**src/rtl/windowed_product_moment_mean_defines.svh**
```systemverilog
// ----------------------------------------------------------------------------
// Windowed product-moment mean assertion macros
// Concurrent assertion helpers clocked on clk and disabled during rst.
// Defining NO_ASSERTIONS turns every use into nothing.
// ----------------------------------------------------------------------------
`ifndef WINDOWED_PRODUCT_MOMENT_MEAN_DEFINES_SVH
`define WINDOWED_PRODUCT_MOMENT_MEAN_DEFINES_SVH

`ifndef NO_ASSERTIONS
// Condition must hold whenever the antecedent holds, in the same cycle.
`define WPMM_ASSERT_SAME(label, ante, cons, msg) \
  label: assert property (@(posedge clk) disable iff (rst) (ante) |-> (cons)) \
    else $error(msg);
// Condition must hold in the cycle after the antecedent.
`define WPMM_ASSERT_NEXT(label, ante, cons, msg) \
  label: assert property (@(posedge clk) disable iff (rst) (ante) |=> (cons)) \
    else $error(msg);
`else
`define WPMM_ASSERT_SAME(label, ante, cons, msg)
`define WPMM_ASSERT_NEXT(label, ante, cons, msg)
`endif

`endif

```
**src/rtl/wpmm_pkg.sv**
```systemverilog
// ----------------------------------------------------------------------------
// Windowed product-moment mean package
// Shared widths, register and mode codes, and controller/datapath structs.
// ----------------------------------------------------------------------------
package wpmm_pkg;

  localparam int PIX_W     = 16;  // pixel field width on the port
  localparam int POS_W     = 12;  // column and row position
  localparam int WIN_W     = 9;   // window width and height registers
  localparam int OFS_W     = 8;   // offset inside the window
  localparam int WEIGHT_W  = 2 * OFS_W;
  localparam int IMG_W_W   = 13;  // image width register
  localparam int MODE_W    = 3;
  localparam int SUM_W     = 64;
  localparam int FRAC_BITS = 8;
  localparam int MEAN_W    = 56;
  localparam int AREA_W    = 17;  // window area, at most 256 * 256
  localparam int APB_ADDR_W = 5;
  localparam int APB_DATA_W = 32;
  localparam int REG_IDX_W  = 3;

  // Weighting modes.
  localparam logic [MODE_W-1:0] MODE_NONE = 3'd0;
  localparam logic [MODE_W-1:0] MODE_X    = 3'd1;
  localparam logic [MODE_W-1:0] MODE_Y    = 3'd2;
  localparam logic [MODE_W-1:0] MODE_XX   = 3'd3;
  localparam logic [MODE_W-1:0] MODE_XY   = 3'd4;
  localparam logic [MODE_W-1:0] MODE_YY   = 3'd5;

  // Register indexes (byte address is four times the index).
  localparam logic [REG_IDX_W-1:0] REG_MODE        = 3'd0;
  localparam logic [REG_IDX_W-1:0] REG_WIN_LEFT    = 3'd1;
  localparam logic [REG_IDX_W-1:0] REG_WIN_TOP     = 3'd2;
  localparam logic [REG_IDX_W-1:0] REG_WIN_WIDTH   = 3'd3;
  localparam logic [REG_IDX_W-1:0] REG_WIN_HEIGHT  = 3'd4;
  localparam logic [REG_IDX_W-1:0] REG_IMAGE_WIDTH = 3'd5;

  typedef struct packed {
    logic [MODE_W-1:0]  mode;
    logic [POS_W-1:0]   win_left;
    logic [POS_W-1:0]   win_top;
    logic [WIN_W-1:0]   win_width;
    logic [WIN_W-1:0]   win_height;
    logic [IMG_W_W-1:0] image_width;
  } cfg_t;

  typedef struct packed {
    logic accept_en;
    logic div_start;
    logic sum_clear;
    logic out_load;
  } dp_cmd_t;

  typedef struct packed {
    logic pipe_busy;
    logic frame_done;
    logic div_busy;
    logic div_done;
    logic out_full;
  } dp_stat_t;

endpackage

```
**src/rtl/wpmm_if.sv**
```systemverilog
// ----------------------------------------------------------------------------
// Windowed product-moment mean channels
// Valid/ready channels for pixel pairs and for frame results.
// ----------------------------------------------------------------------------
interface wpmm_pair_if;
  logic                       valid;
  logic                       ready;
  logic [wpmm_pkg::PIX_W-1:0] pixel_a;
  logic [wpmm_pkg::PIX_W-1:0] pixel_b;
  logic                       frame_end;

  modport source (output valid, pixel_a, pixel_b, frame_end, input ready);
  modport sink   (input valid, pixel_a, pixel_b, frame_end, output ready);
endinterface

interface wpmm_mean_if;
  logic                        valid;
  logic                        ready;
  logic [wpmm_pkg::MEAN_W-1:0] mean_q8;
  logic                        empty_window;

  modport source (output valid, mean_q8, empty_window, input ready);
  modport sink   (input valid, mean_q8, empty_window, output ready);
endinterface

```
**src/rtl/windowed_product_moment_mean.sv**
```systemverilog
// Throughput: one pixel-pair transaction per cycle while a frame streams in.
// After the frame-end transaction the product pipeline drains, then the
// 72-step bit-serial divider works out the mean, which moves into the output
// register; with a zero-area window the divider skips the long division. No
// input is taken in that span. Reset restores the register defaults and
// clears the sum and the raster position; there is no clearing pass.
// ----------------------------------------------------------------------------
// Windowed product-moment mean (top level)
// Accumulates weighted pixel-pair products inside a window and reports their
// mean with eight fraction bits at each frame end.
// ----------------------------------------------------------------------------
//
// Pixel pairs arrive in raster order on the pixels channel. The datapath
// tracks the column and row of each pair, tests it against the configured
// window and, for pairs inside it, forms the pixel product and a weight of
// 1, x, y, x*x, x*y or y*y, where x and y are the offsets inside the window.
// The weighted term is built over two registered multiply stages and summed
// in a saturating 64-bit accumulator.
//
// When the frame-end transaction has been taken, the controller stops taking
// input, lets the product pipeline drain and starts the divider, which works
// out sum * 256 / area one quotient bit per cycle and saturates the result to
// 56 bits. The accumulator clears in the same cycle. A zero window area is
// reported through empty_window with a mean of zero.
//
// The result sits in an output register, so a new frame may stream in while
// it waits to be taken; a second result waits in the divider until the output
// register is free.
`include "windowed_product_moment_mean_defines.svh"

module windowed_product_moment_mean #(
  parameter int MAX_WINDOW      = 256,
  parameter int MAX_IMAGE_WIDTH = 4096,
  parameter int PIXEL_BITS      = 16
) (
  input  logic                                clk,
  input  logic                                rst,
  input  logic                                psel,
  input  logic                                penable,
  input  logic                                pwrite,
  input  logic [wpmm_pkg::APB_ADDR_W-1:0]     paddr,
  input  logic [wpmm_pkg::APB_DATA_W-1:0]     pwdata,
  output logic [wpmm_pkg::APB_DATA_W-1:0]     prdata,
  output logic                                pready,
  wpmm_pair_if.sink                           pixels,
  wpmm_mean_if.source                         result
);

  wpmm_pkg::cfg_t      cfg;
  wpmm_pkg::dp_cmd_t   ctrl_cmd;
  wpmm_pkg::dp_stat_t  dp_stat;

  // Configuration registers; the user must write them only while no frame is in flight; the block does not enforce it.
  wpmm_regs u_regs (
    .clk     (clk),
    .rst     (rst),
    .psel    (psel),
    .penable (penable),
    .pwrite  (pwrite),
    .paddr   (paddr),
    .pwdata  (pwdata),
    .prdata  (prdata),
    .pready  (pready),
    .cfg     (cfg)
  );

  wpmm_ctrl u_ctrl (
    .clk  (clk),
    .rst  (rst),
    .stat (dp_stat),
    .cmd  (ctrl_cmd)
  );

  // Input is taken only while the controller is accumulating.
  assign pixels.ready = ctrl_cmd.accept_en;

  wpmm_dp #(
    .MAX_WINDOW      (MAX_WINDOW),
    .MAX_IMAGE_WIDTH (MAX_IMAGE_WIDTH),
    .PIXEL_BITS      (PIXEL_BITS)
  ) u_dp (
    .clk          (clk),
    .rst          (rst),
    .cfg          (cfg),
    .cmd          (ctrl_cmd),
    .stat         (dp_stat),
    .in_valid     (pixels.valid),
    .pixel_a      (pixels.pixel_a),
    .pixel_b      (pixels.pixel_b),
    .frame_end    (pixels.frame_end),
    .out_ready    (result.ready),
    .out_valid    (result.valid),
    .mean_q8      (result.mean_q8),
    .empty_window (result.empty_window)
  );

  // The frame-end transaction must close the input until the mean is done.
  `WPMM_ASSERT_NEXT(a_frame_end_blocks, pixels.valid && pixels.ready && pixels.frame_end, !pixels.ready, "input still open after frame end")
  // No pixel may be taken while the divider holds the previous frame's sum.
  `WPMM_ASSERT_SAME(a_no_input_in_div, dp_stat.div_busy, !pixels.ready, "input taken during division")
  // The divider may only sample the sum once every term has landed.
  `WPMM_ASSERT_SAME(a_start_after_drain, ctrl_cmd.div_start, !dp_stat.pipe_busy, "division started with terms in flight")
  // A waiting result must never be overwritten.
  `WPMM_ASSERT_SAME(a_no_overwrite, ctrl_cmd.out_load, !result.valid || result.ready, "result overwritten")

endmodule

```
**src/rtl/wpmm_regs.sv**
```systemverilog
// ----------------------------------------------------------------------------
// Windowed product-moment mean register file
// APB-style configuration registers with read-back.
// ----------------------------------------------------------------------------
module wpmm_regs (
  input  logic                                clk,
  input  logic                                rst,
  input  logic                                psel,
  input  logic                                penable,
  input  logic                                pwrite,
  input  logic [wpmm_pkg::APB_ADDR_W-1:0]     paddr,
  input  logic [wpmm_pkg::APB_DATA_W-1:0]     pwdata,
  output logic [wpmm_pkg::APB_DATA_W-1:0]     prdata,
  output logic                                pready,
  output wpmm_pkg::cfg_t                      cfg
);

  logic                               wr_en;
  logic [wpmm_pkg::REG_IDX_W-1:0]     idx;

  assign pready = 1'b1;
  assign wr_en  = psel & penable & pwrite;
  assign idx    = paddr[wpmm_pkg::APB_ADDR_W-1:2];

  always_ff @(posedge clk) begin
    if (rst) begin
      cfg.mode        <= wpmm_pkg::MODE_NONE;
      cfg.win_left    <= '0;
      cfg.win_top     <= '0;
      cfg.win_width   <= '0;
      cfg.win_height  <= '0;
      cfg.image_width <= wpmm_pkg::IMG_W_W'(1);
    end else if (wr_en) begin
      unique case (idx)
        wpmm_pkg::REG_MODE:        cfg.mode        <= pwdata[wpmm_pkg::MODE_W-1:0];
        wpmm_pkg::REG_WIN_LEFT:    cfg.win_left    <= pwdata[wpmm_pkg::POS_W-1:0];
        wpmm_pkg::REG_WIN_TOP:     cfg.win_top     <= pwdata[wpmm_pkg::POS_W-1:0];
        wpmm_pkg::REG_WIN_WIDTH:   cfg.win_width   <= pwdata[wpmm_pkg::WIN_W-1:0];
        wpmm_pkg::REG_WIN_HEIGHT:  cfg.win_height  <= pwdata[wpmm_pkg::WIN_W-1:0];
        wpmm_pkg::REG_IMAGE_WIDTH: cfg.image_width <= pwdata[wpmm_pkg::IMG_W_W-1:0];
        default: ;
      endcase
    end
  end

  always_comb begin
    unique case (idx)
      wpmm_pkg::REG_MODE:        prdata = wpmm_pkg::APB_DATA_W'(cfg.mode);
      wpmm_pkg::REG_WIN_LEFT:    prdata = wpmm_pkg::APB_DATA_W'(cfg.win_left);
      wpmm_pkg::REG_WIN_TOP:     prdata = wpmm_pkg::APB_DATA_W'(cfg.win_top);
      wpmm_pkg::REG_WIN_WIDTH:   prdata = wpmm_pkg::APB_DATA_W'(cfg.win_width);
      wpmm_pkg::REG_WIN_HEIGHT:  prdata = wpmm_pkg::APB_DATA_W'(cfg.win_height);
      wpmm_pkg::REG_IMAGE_WIDTH: prdata = wpmm_pkg::APB_DATA_W'(cfg.image_width);
      default:                   prdata = '0;
    endcase
  end

endmodule

```
**src/rtl/wpmm_div.sv**
```systemverilog
// ----------------------------------------------------------------------------
// Windowed product-moment mean divider
// Restoring divider, one quotient bit per cycle, of sum * 256 by the area.
// ----------------------------------------------------------------------------
module wpmm_div (
  input  logic                          clk,
  input  logic                          rst,
  input  logic                          start,
  input  logic [wpmm_pkg::SUM_W-1:0]    sum,
  input  logic [wpmm_pkg::AREA_W-1:0]   area,
  output logic                          busy,
  output logic                          done,
  output logic [wpmm_pkg::MEAN_W-1:0]   mean,
  output logic                          empty
);

  localparam int DVD_W = wpmm_pkg::SUM_W + wpmm_pkg::FRAC_BITS;
  localparam int CNT_W = $clog2(DVD_W + 1);
  localparam int REM_W = wpmm_pkg::AREA_W - 1;

  logic [CNT_W-1:0]            cnt;
  logic [DVD_W-1:0]            dvd;
  logic [REM_W-1:0]            rem;
  logic [wpmm_pkg::AREA_W-1:0] divisor;
  logic [wpmm_pkg::AREA_W-1:0] trial;
  logic                        q_bit;
  logic [REM_W-1:0]            rem_next;

  // The partial remainder stays below the divisor, so it fits one bit less.
  always_comb begin
    trial    = {rem, dvd[DVD_W-1]};
    q_bit    = (trial >= divisor);
    rem_next = q_bit ? REM_W'(trial - divisor) : trial[REM_W-1:0];
  end

  always_ff @(posedge clk) begin
    if (rst) begin
      busy <= 1'b0;
      done <= 1'b0;
      cnt  <= '0;
    end else begin
      done <= 1'b0;
      if (start) begin
        busy <= 1'b1;
        cnt  <= (area == '0) ? CNT_W'(1) : CNT_W'(DVD_W);
      end else if (busy) begin
        cnt <= cnt - CNT_W'(1);
        if (cnt == CNT_W'(1)) begin
          busy <= 1'b0;
          done <= 1'b1;
        end
      end
    end
  end

  always_ff @(posedge clk) begin
    if (start) begin
      dvd     <= {sum, wpmm_pkg::FRAC_BITS'(0)};
      rem     <= '0;
      divisor <= area;
      empty   <= (area == '0);
    end else if (busy) begin
      dvd <= {dvd[DVD_W-2:0], q_bit};
      rem <= rem_next;
    end
  end

  // Quotients that do not fit the result saturate to all ones.
  always_comb begin
    if (empty) begin
      mean = '0;
    end else if (|dvd[DVD_W-1:wpmm_pkg::MEAN_W]) begin
      mean = '1;
    end else begin
      mean = dvd[wpmm_pkg::MEAN_W-1:0];
    end
  end

endmodule

```
**src/rtl/wpmm_dp.sv**
```systemverilog
// ----------------------------------------------------------------------------
// Windowed product-moment mean datapath
// Position tracking, window test, product pipeline, accumulator, divider and
// output register.
// ----------------------------------------------------------------------------
module wpmm_dp #(
  parameter int MAX_WINDOW      = 256,
  parameter int MAX_IMAGE_WIDTH = 4096,
  parameter int PIXEL_BITS      = 16
) (
  input  logic                          clk,
  input  logic                          rst,
  input  wpmm_pkg::cfg_t                cfg,
  input  wpmm_pkg::dp_cmd_t             cmd,
  output wpmm_pkg::dp_stat_t            stat,
  input  logic                          in_valid,
  input  logic [wpmm_pkg::PIX_W-1:0]    pixel_a,
  input  logic [wpmm_pkg::PIX_W-1:0]    pixel_b,
  input  logic                          frame_end,
  input  logic                          out_ready,
  output logic                          out_valid,
  output logic [wpmm_pkg::MEAN_W-1:0]   mean_q8,
  output logic                          empty_window
);

  localparam int PROD_W = 2 * PIXEL_BITS;
  localparam int TERM_W = PROD_W + wpmm_pkg::WEIGHT_W;
  localparam logic [wpmm_pkg::WIN_W-1:0]   WIN_CLAMP = wpmm_pkg::WIN_W'(MAX_WINDOW);
  localparam logic [wpmm_pkg::IMG_W_W-1:0] IMG_CLAMP = wpmm_pkg::IMG_W_W'(MAX_IMAGE_WIDTH);

  logic                              fire;
  logic [wpmm_pkg::WIN_W-1:0]        ww;
  logic [wpmm_pkg::WIN_W-1:0]        wh;
  logic [wpmm_pkg::IMG_W_W-1:0]      iw;
  logic [wpmm_pkg::POS_W-1:0]        col;
  logic [wpmm_pkg::POS_W-1:0]        row;
  logic [wpmm_pkg::POS_W-1:0]        col_next;
  logic [wpmm_pkg::POS_W-1:0]        row_next;
  logic [wpmm_pkg::IMG_W_W-1:0]      col_inc;
  logic [wpmm_pkg::POS_W-1:0]        col_ofs;
  logic [wpmm_pkg::POS_W-1:0]        row_ofs;
  logic                              in_win;
  logic [wpmm_pkg::OFS_W-1:0]        x;
  logic [wpmm_pkg::OFS_W-1:0]        y;
  logic [wpmm_pkg::WEIGHT_W-1:0]     weight;
  logic                              v1;
  logic [PROD_W-1:0]                 ab;
  logic [wpmm_pkg::WEIGHT_W-1:0]     w1;
  logic                              v2;
  logic [TERM_W-1:0]                 term;
  logic [wpmm_pkg::SUM_W-1:0]        sum;
  logic [wpmm_pkg::SUM_W:0]          sum_add;
  logic [wpmm_pkg::AREA_W-1:0]       area;
  logic                              div_busy;
  logic                              div_done;
  logic [wpmm_pkg::MEAN_W-1:0]       div_mean;
  logic                              div_empty;

  assign fire = cmd.accept_en & in_valid;

  always_comb begin
    ww = (cfg.win_width  > WIN_CLAMP) ? WIN_CLAMP : cfg.win_width;
    wh = (cfg.win_height > WIN_CLAMP) ? WIN_CLAMP : cfg.win_height;
    if (cfg.image_width == '0) begin
      iw = wpmm_pkg::IMG_W_W'(1);
    end else if (cfg.image_width > IMG_CLAMP) begin
      iw = IMG_CLAMP;
    end else begin
      iw = cfg.image_width;
    end
  end

  // Window test and offsets; an offset inside the window is below 256.
  always_comb begin
    col_ofs = col - cfg.win_left;
    row_ofs = row - cfg.win_top;
    in_win  = (col >= cfg.win_left) && (col_ofs < wpmm_pkg::POS_W'(ww)) &&
              (row >= cfg.win_top)  && (row_ofs < wpmm_pkg::POS_W'(wh));
    x = col_ofs[wpmm_pkg::OFS_W-1:0];
    y = row_ofs[wpmm_pkg::OFS_W-1:0];
    case (cfg.mode)
      wpmm_pkg::MODE_X:  weight = wpmm_pkg::WEIGHT_W'(x);
      wpmm_pkg::MODE_Y:  weight = wpmm_pkg::WEIGHT_W'(y);
      wpmm_pkg::MODE_XX: weight = wpmm_pkg::WEIGHT_W'(x) * wpmm_pkg::WEIGHT_W'(x);
      wpmm_pkg::MODE_XY: weight = wpmm_pkg::WEIGHT_W'(x) * wpmm_pkg::WEIGHT_W'(y);
      wpmm_pkg::MODE_YY: weight = wpmm_pkg::WEIGHT_W'(y) * wpmm_pkg::WEIGHT_W'(y);
      default:           weight = wpmm_pkg::WEIGHT_W'(1);
    endcase
  end

  // Raster position; the last pair of a frame restarts at the origin.
  always_comb begin
    col_inc  = {1'b0, col} + wpmm_pkg::IMG_W_W'(1);
    col_next = col_inc[wpmm_pkg::POS_W-1:0];
    row_next = row;
    if (frame_end) begin
      col_next = '0;
      row_next = '0;
    end else if (col_inc >= iw) begin
      col_next = '0;
      row_next = row + wpmm_pkg::POS_W'(1);
    end
  end

  always_ff @(posedge clk) begin
    if (rst) begin
      col <= '0;
      row <= '0;
    end else if (fire) begin
      col <= col_next;
      row <= row_next;
    end
  end

  // Product pipeline: pixel product and weight, then weighted term.
  always_ff @(posedge clk) begin
    if (rst) begin
      v1 <= 1'b0;
      v2 <= 1'b0;
    end else begin
      v1 <= fire & in_win;
      v2 <= v1;
    end
  end

  always_ff @(posedge clk) begin
    ab   <= PROD_W'(pixel_a[PIXEL_BITS-1:0]) * PROD_W'(pixel_b[PIXEL_BITS-1:0]);
    w1   <= weight;
    term <= TERM_W'(ab) * TERM_W'(w1);
  end

  // Saturating accumulator.
  assign sum_add = {1'b0, sum} + (wpmm_pkg::SUM_W + 1)'(term);

  always_ff @(posedge clk) begin
    if (rst) begin
      sum <= '0;
    end else if (cmd.sum_clear) begin
      sum <= '0;
    end else if (v2) begin
      sum <= sum_add[wpmm_pkg::SUM_W] ? '1 : sum_add[wpmm_pkg::SUM_W-1:0];
    end
  end

  assign area = wpmm_pkg::AREA_W'(ww) * wpmm_pkg::AREA_W'(wh);

  wpmm_div u_div (
    .clk   (clk),
    .rst   (rst),
    .start (cmd.div_start),
    .sum   (sum),
    .area  (area),
    .busy  (div_busy),
    .done  (div_done),
    .mean  (div_mean),
    .empty (div_empty)
  );

  always_ff @(posedge clk) begin
    if (rst) begin
      out_valid <= 1'b0;
    end else if (cmd.out_load) begin
      out_valid <= 1'b1;
    end else if (out_ready) begin
      out_valid <= 1'b0;
    end
  end

  always_ff @(posedge clk) begin
    if (cmd.out_load) begin
      mean_q8      <= div_mean;
      empty_window <= div_empty;
    end
  end

  always_comb begin
    stat.pipe_busy  = v1 | v2;
    stat.frame_done = fire & frame_end;
    stat.div_busy   = div_busy;
    stat.div_done   = div_done;
    stat.out_full   = out_valid;
  end

endmodule

```
**src/rtl/wpmm_ctrl.sv**
```systemverilog
// ----------------------------------------------------------------------------
// Windowed product-moment mean controller
// Sequences accumulation, pipeline drain, division and result hand-off.
// ----------------------------------------------------------------------------
module wpmm_ctrl (
  input  logic                clk,
  input  logic                rst,
  input  wpmm_pkg::dp_stat_t  stat,
  output wpmm_pkg::dp_cmd_t   cmd
);

  localparam logic [1:0] S_ACCUM = 2'd0;
  localparam logic [1:0] S_DRAIN = 2'd1;
  localparam logic [1:0] S_DIV   = 2'd2;
  localparam logic [1:0] S_HOLD  = 2'd3;

  logic [1:0] state;
  logic [1:0] state_next;

  always_ff @(posedge clk) begin
    if (rst) begin
      state <= S_ACCUM;
    end else begin
      state <= state_next;
    end
  end

  always_comb begin
    state_next    = state;
    cmd.accept_en = 1'b0;
    cmd.div_start = 1'b0;
    cmd.sum_clear = 1'b0;
    cmd.out_load  = 1'b0;
    unique case (state)
      S_ACCUM: begin
        cmd.accept_en = 1'b1;
        if (stat.frame_done) begin
          state_next = S_DRAIN;
        end
      end
      S_DRAIN: begin
        // The divider takes the sum in the same cycle the accumulator clears.
        if (!stat.pipe_busy) begin
          cmd.div_start = 1'b1;
          cmd.sum_clear = 1'b1;
          state_next    = S_DIV;
        end
      end
      S_DIV: begin
        if (stat.div_done) begin
          if (stat.out_full) begin
            state_next = S_HOLD;
          end else begin
            cmd.out_load = 1'b1;
            state_next   = S_ACCUM;
          end
        end
      end
      S_HOLD: begin
        if (!stat.out_full) begin
          cmd.out_load = 1'b1;
          state_next   = S_ACCUM;
        end
      end
      default: begin
        state_next = S_ACCUM;
      end
    endcase
  end

endmodule

```
**src/flat_wrapper.sv**
```systemverilog
// flat-port wrapper written by rule: the top's interface ports become plain ports
module windowed_product_moment_mean_flat 
#(
  parameter int MAX_WINDOW      = 256,
  parameter int MAX_IMAGE_WIDTH = 4096,
  parameter int PIXEL_BITS      = 16
)
  (clk, rst, psel, penable, pwrite, paddr, pwdata, prdata, pready, pixels_valid, pixels_pixel_a, pixels_pixel_b, pixels_frame_end, pixels_ready, result_valid, result_mean_q8, result_empty_window, result_ready);
  wpmm_pair_if pixels_i ();
  wpmm_mean_if result_i ();
  input  logic clk;
  input  logic rst;
  input  logic psel;
  input  logic penable;
  input  logic pwrite;
  input  logic [wpmm_pkg::APB_ADDR_W-1:0] paddr;
  input  logic [wpmm_pkg::APB_DATA_W-1:0] pwdata;
  output logic [wpmm_pkg::APB_DATA_W-1:0] prdata;
  output logic pready;
  input wire logic [$bits(pixels_i.valid)-1:0] pixels_valid;
  input wire logic [$bits(pixels_i.pixel_a)-1:0] pixels_pixel_a;
  input wire logic [$bits(pixels_i.pixel_b)-1:0] pixels_pixel_b;
  input wire logic [$bits(pixels_i.frame_end)-1:0] pixels_frame_end;
  output wire logic [$bits(pixels_i.ready)-1:0] pixels_ready;
  output wire logic [$bits(result_i.valid)-1:0] result_valid;
  output wire logic [$bits(result_i.mean_q8)-1:0] result_mean_q8;
  output wire logic [$bits(result_i.empty_window)-1:0] result_empty_window;
  input wire logic [$bits(result_i.ready)-1:0] result_ready;
  assign pixels_i.valid = pixels_valid;
  assign pixels_i.pixel_a = pixels_pixel_a;
  assign pixels_i.pixel_b = pixels_pixel_b;
  assign pixels_i.frame_end = pixels_frame_end;
  assign pixels_ready = pixels_i.ready;
  assign result_valid = result_i.valid;
  assign result_mean_q8 = result_i.mean_q8;
  assign result_empty_window = result_i.empty_window;
  assign result_i.ready = result_ready;
  windowed_product_moment_mean #(.MAX_WINDOW(MAX_WINDOW), .MAX_IMAGE_WIDTH(MAX_IMAGE_WIDTH), .PIXEL_BITS(PIXEL_BITS)) u_core (.clk(clk), .rst(rst), .psel(psel), .penable(penable), .pwrite(pwrite), .paddr(paddr), .pwdata(pwdata), .prdata(prdata), .pready(pready), .pixels(pixels_i), .result(result_i));
endmodule
```
**config.mk**
```make
export PLATFORM = sky130hd
export DESIGN_NAME = windowed_product_moment_mean_flat
export DESIGN_NICKNAME = d
export VERILOG_FILES = /design/src/rtl/wpmm_pkg.sv /design/src/rtl/wpmm_if.sv /design/src/rtl/windowed_product_moment_mean.sv /design/src/rtl/wpmm_regs.sv /design/src/rtl/wpmm_div.sv /design/src/rtl/wpmm_dp.sv /design/src/rtl/wpmm_ctrl.sv /design/src/flat_wrapper.sv
export VERILOG_INCLUDE_DIRS = /design/src /design/src/rtl
export SDC_FILE = /design/constraint.sdc
export NUM_CORES = 2
export LEC_CHECK = 0
export ABC_AREA = 0
export CORE_ASPECT_RATIO = 1.1
export CORE_MARGIN = 10
export CORE_UTILIZATION = 30
export DETAILED_ROUTE_END_ITERATION = 8
export DONT_BUFFER_PORTS = 1
export PLACE_DENSITY = 0.41
export SLEW_MARGIN = 20
export SYNTH_ARGS = -nofsm -noshare
export SYNTH_HDL_FRONTEND = slang
export SYNTH_HIERARCHICAL = 1
export SYNTH_SLANG_ARGS = --single-unit
```
**constraint.sdc**
```tcl
create_clock -name clk -period 8.7 [get_ports clk]
set_input_delay 1.74 -clock clk [delete_from_list [all_inputs] [get_ports clk]]
set_output_delay 1.74 -clock clk [all_outputs]
set_load 0.005 [all_outputs]
```
==> flow_summary.yaml <==
synth:
  synth_cells: 5946
  synthesis.area_mm2: 0.0527
  synthesis.area_per_instance_um2: 8.86
  synth.yosys.warnings: 6
clock_tree:
  cts.hold.buffers_added: 0
  cts_buffers: 55
  cts_tree: "done"
  clockBufferDepth: 3
  worst_setup_hold_path_clk_slew_ns: 0.06
  clkLatencyLatePin_ns: 0.67
  cts.repair_timing.setup_buffer_count: 0
  cts.sinks: 419
  postCtsResizedCells: 0
  htree_num_levels: 2
  cell_at_the_root_of_the_clock_tree: "sky130_fd_sc_hd__clkbuf_16"
critical_path:
  critPathKind: "flip-flop to flip-flop"
  worst-endpoint-required_ns: 9.28
  timing.critical_path.to_type: "flip-flop"
  worstPathMaxFanout: 20
  data_arrival_time_of_the_critical_path_ns: 8.03
  reg2regPathDepth: 23
  crit_path_start_kind: "flip-flop"
timing:
  finalCriticalPeriod_ns: 7.45
  final-setup-viol-count: 0
  max_slew_violation_total_from_the_final_report: 0
  rsz0062_at_grt: "false"
  worst-slew-pin-transition_ns: 1.07
  timing_limited_maximum_frequency_mhz: 134
  final-hold-violation-count: 0
  max_slew_margin_pct: 28.8
  fin_crit_sh_pct: 85.7
  setup_tns_ns: 0
  final.setup_skew_ns: 0.0256
  final.hold.worst_slack_ns: 0.446
route:
  post_route_drc_violation_count: 0
  detailroute.via_count: 38200
  wl_per_cell_um: 18.1
  detailedRoute.firstPassIterationCount: 6
  wirelength_mm: 147
  via_per_inst: 4.70
  initialDrtViolationCount: 1698
  detail-route-antenna-nets: 0
global_route:
  grt_start_max_net_pins: 163
  grt_antenna_before_repair: 2
  grt.total_usage_pct: 15.2
  grt_overflow_total: 0
  first_global_vias: 40900
  wire_length_of_the_first_global_routing_pass_mm: 236
outcome:
  status: "finished clean"
place:
  port-buffer-count: 0
  gpl_wtd_cong: 0.808
  place_hpwl_mm: 113
die:
  die_w_um: 420
  die_height_um: 459
  die_ar_mm2: 0.193
  initial_core_util_pct: 30.1
  fp.coreArea_mm2: 0.175
  io-pin-count: 169
  rows: 161
pwr:
  leakage_nw: 26.4
  vdd_drop_max_v: 0.000320
  power.density_cell_area_mw_per_mm2: 187
min_path:
  min_delay_path_depth: 1
  worstHoldPathType: "flip-flop to flip-flop"
run:
  drv_cap: 0
layout:
  most-common-layout-cells: "sky130_fd_sc_hd__inv_1, sky130_fd_sc_hd__nand2_1, sky130_fd_sc_hd__fa_1"
  area_delta_synth_final_pct: 7.86
  num-fill-cells: 18400
  mostFrequentLayoutCell: "sky130_fd_sc_hd__inv_1"
  finalNetCount: 7105
  drive_gt1_share_pct: 3.85
## per-stage QoR
step           util, %  area, µm²  cells  total power, mW  setup WS, ns
2_1_floorplan        -      52700   5966             6.79         0.898
3_3_place_gp      31.4      54900   8029             8.27         0.775
3_5_place_dp      31.4      54900   8029             8.28         0.715
4_1_cts           32.5      56800   8131             10.8          1.22
5_1_grt           32.5      56800   8131             11.6         0.859
6_report          32.5      56800   8132             10.6          1.25
## cell type report
| type | count | area, µm² | share of cell area (%) |
|---|---|---|---|
| clock inverters | 20 | 294 | 0.518 |
| repair buffers | 64 | 518 | 0.912 |
| inverters | 969 | 3640 | 6.40 |
| diodes | 1 | 2.50 | 0.00440 |
| multi-input cells | 4295 | 38100 | 67.1 |
| clock buffers | 82 | 1590 | 2.79 |
| flip-flops and latches | 419 | 9790 | 17.2 |
| well taps | 2282 | 2860 | 5.03 |
## where the power goes
part	switching [mW]	internal, mW	total, mW	leakage [nW]
Sequential	0.535	2.37	2.91	3.59
Combinational	3.04	2.26	5.30	21.9
Clock	0.958	1.44	2.39	0.915
## sequential cells by signal, summed over array words and instances (netlist names)
name                       flops
u_core/u_dp/u_div/done         1
u_core/u_dp/empty_window       1
u_core/u_dp/v1                 1
u_core/u_dp/u_div/rem         16
u_core/u_dp/mean_q8           56
u_core/u_ctrl/state            2
u_core/u_dp/u_div/divisor     17
u_core/u_dp/out_valid          1
u_core/u_dp/u_div/dvd         72
u_core/u_dp/u_div/cnt          7
u_core/u_dp/col               12
u_core/u_dp/u_div/busy         1
u_core/u_dp/v2                 1
u_core/u_regs/cfg             58
u_core/u_dp/w1                16
u_core/u_dp/term              48
u_core/u_dp/sum               64
u_core/u_dp/row               12
u_core/u_dp/u_div/empty        1
u_core/u_dp/ab                32
## critical path: stages, from the launching register on
cell and delay (ns):
sky130_fd_sc_hd__dfxtp_1 0.85, sky130_fd_sc_hd__buf_4 0.43, sky130_fd_sc_hd__nand2_1 0.11, sky130_fd_sc_hd__fa_1 0.50, sky130_fd_sc_hd__fa_1 0.53, sky130_fd_sc_hd__fa_1 0.52, sky130_fd_sc_hd__inv_1 0.06, sky130_fd_sc_hd__fa_1 0.48
sky130_fd_sc_hd__fa_1 0.52, sky130_fd_sc_hd__inv_1 0.05, sky130_fd_sc_hd__fa_1 0.55, sky130_fd_sc_hd__inv_1 0.06, sky130_fd_sc_hd__ha_1 0.34, sky130_fd_sc_hd__a21o_1 0.20, sky130_fd_sc_hd__a21o_1 0.18, sky130_fd_sc_hd__a21oi_1 0.18
sky130_fd_sc_hd__nor2_1 0.06, sky130_fd_sc_hd__a211o_1 0.29, sky130_fd_sc_hd__a211o_1 0.36, sky130_fd_sc_hd__a31oi_1 0.33, sky130_fd_sc_hd__o21ba_2 0.24, sky130_fd_sc_hd__o21ai_1 0.12, sky130_fd_sc_hd__o41ai_2 0.25, sky130_fd_sc_hd__xnor2_1 0.16
## per-layer routing
layer | routed length [µm] | up-vias | global-route usage (%)
met5 | 0 | - | 0
met4 | 2630 | 0 | 2.97
met3 | 5090 | 144 | 1.65
met2 | 65500 | 620 | 24.4
met1 | 73600 | 18900 | 22.0
li1 | - | 18500 | -
## path summary, 6_finish.rpt
check / start / endpoint / slack (ns)
setup / recovery: u_core/u_dp/w1[3] / u_core/u_dp/term[46] / 1.25
hold / removal: u_core/u_dp/v1 / u_core/u_dp/v2 / 0.45
setup reg to reg: u_core/u_dp/w1[3] / u_core/u_dp/term[46] / 1.25
hold reg to reg: u_core/u_dp/v1 / u_core/u_dp/v2 / 0.45
Power figures use the tool's default switching activity.
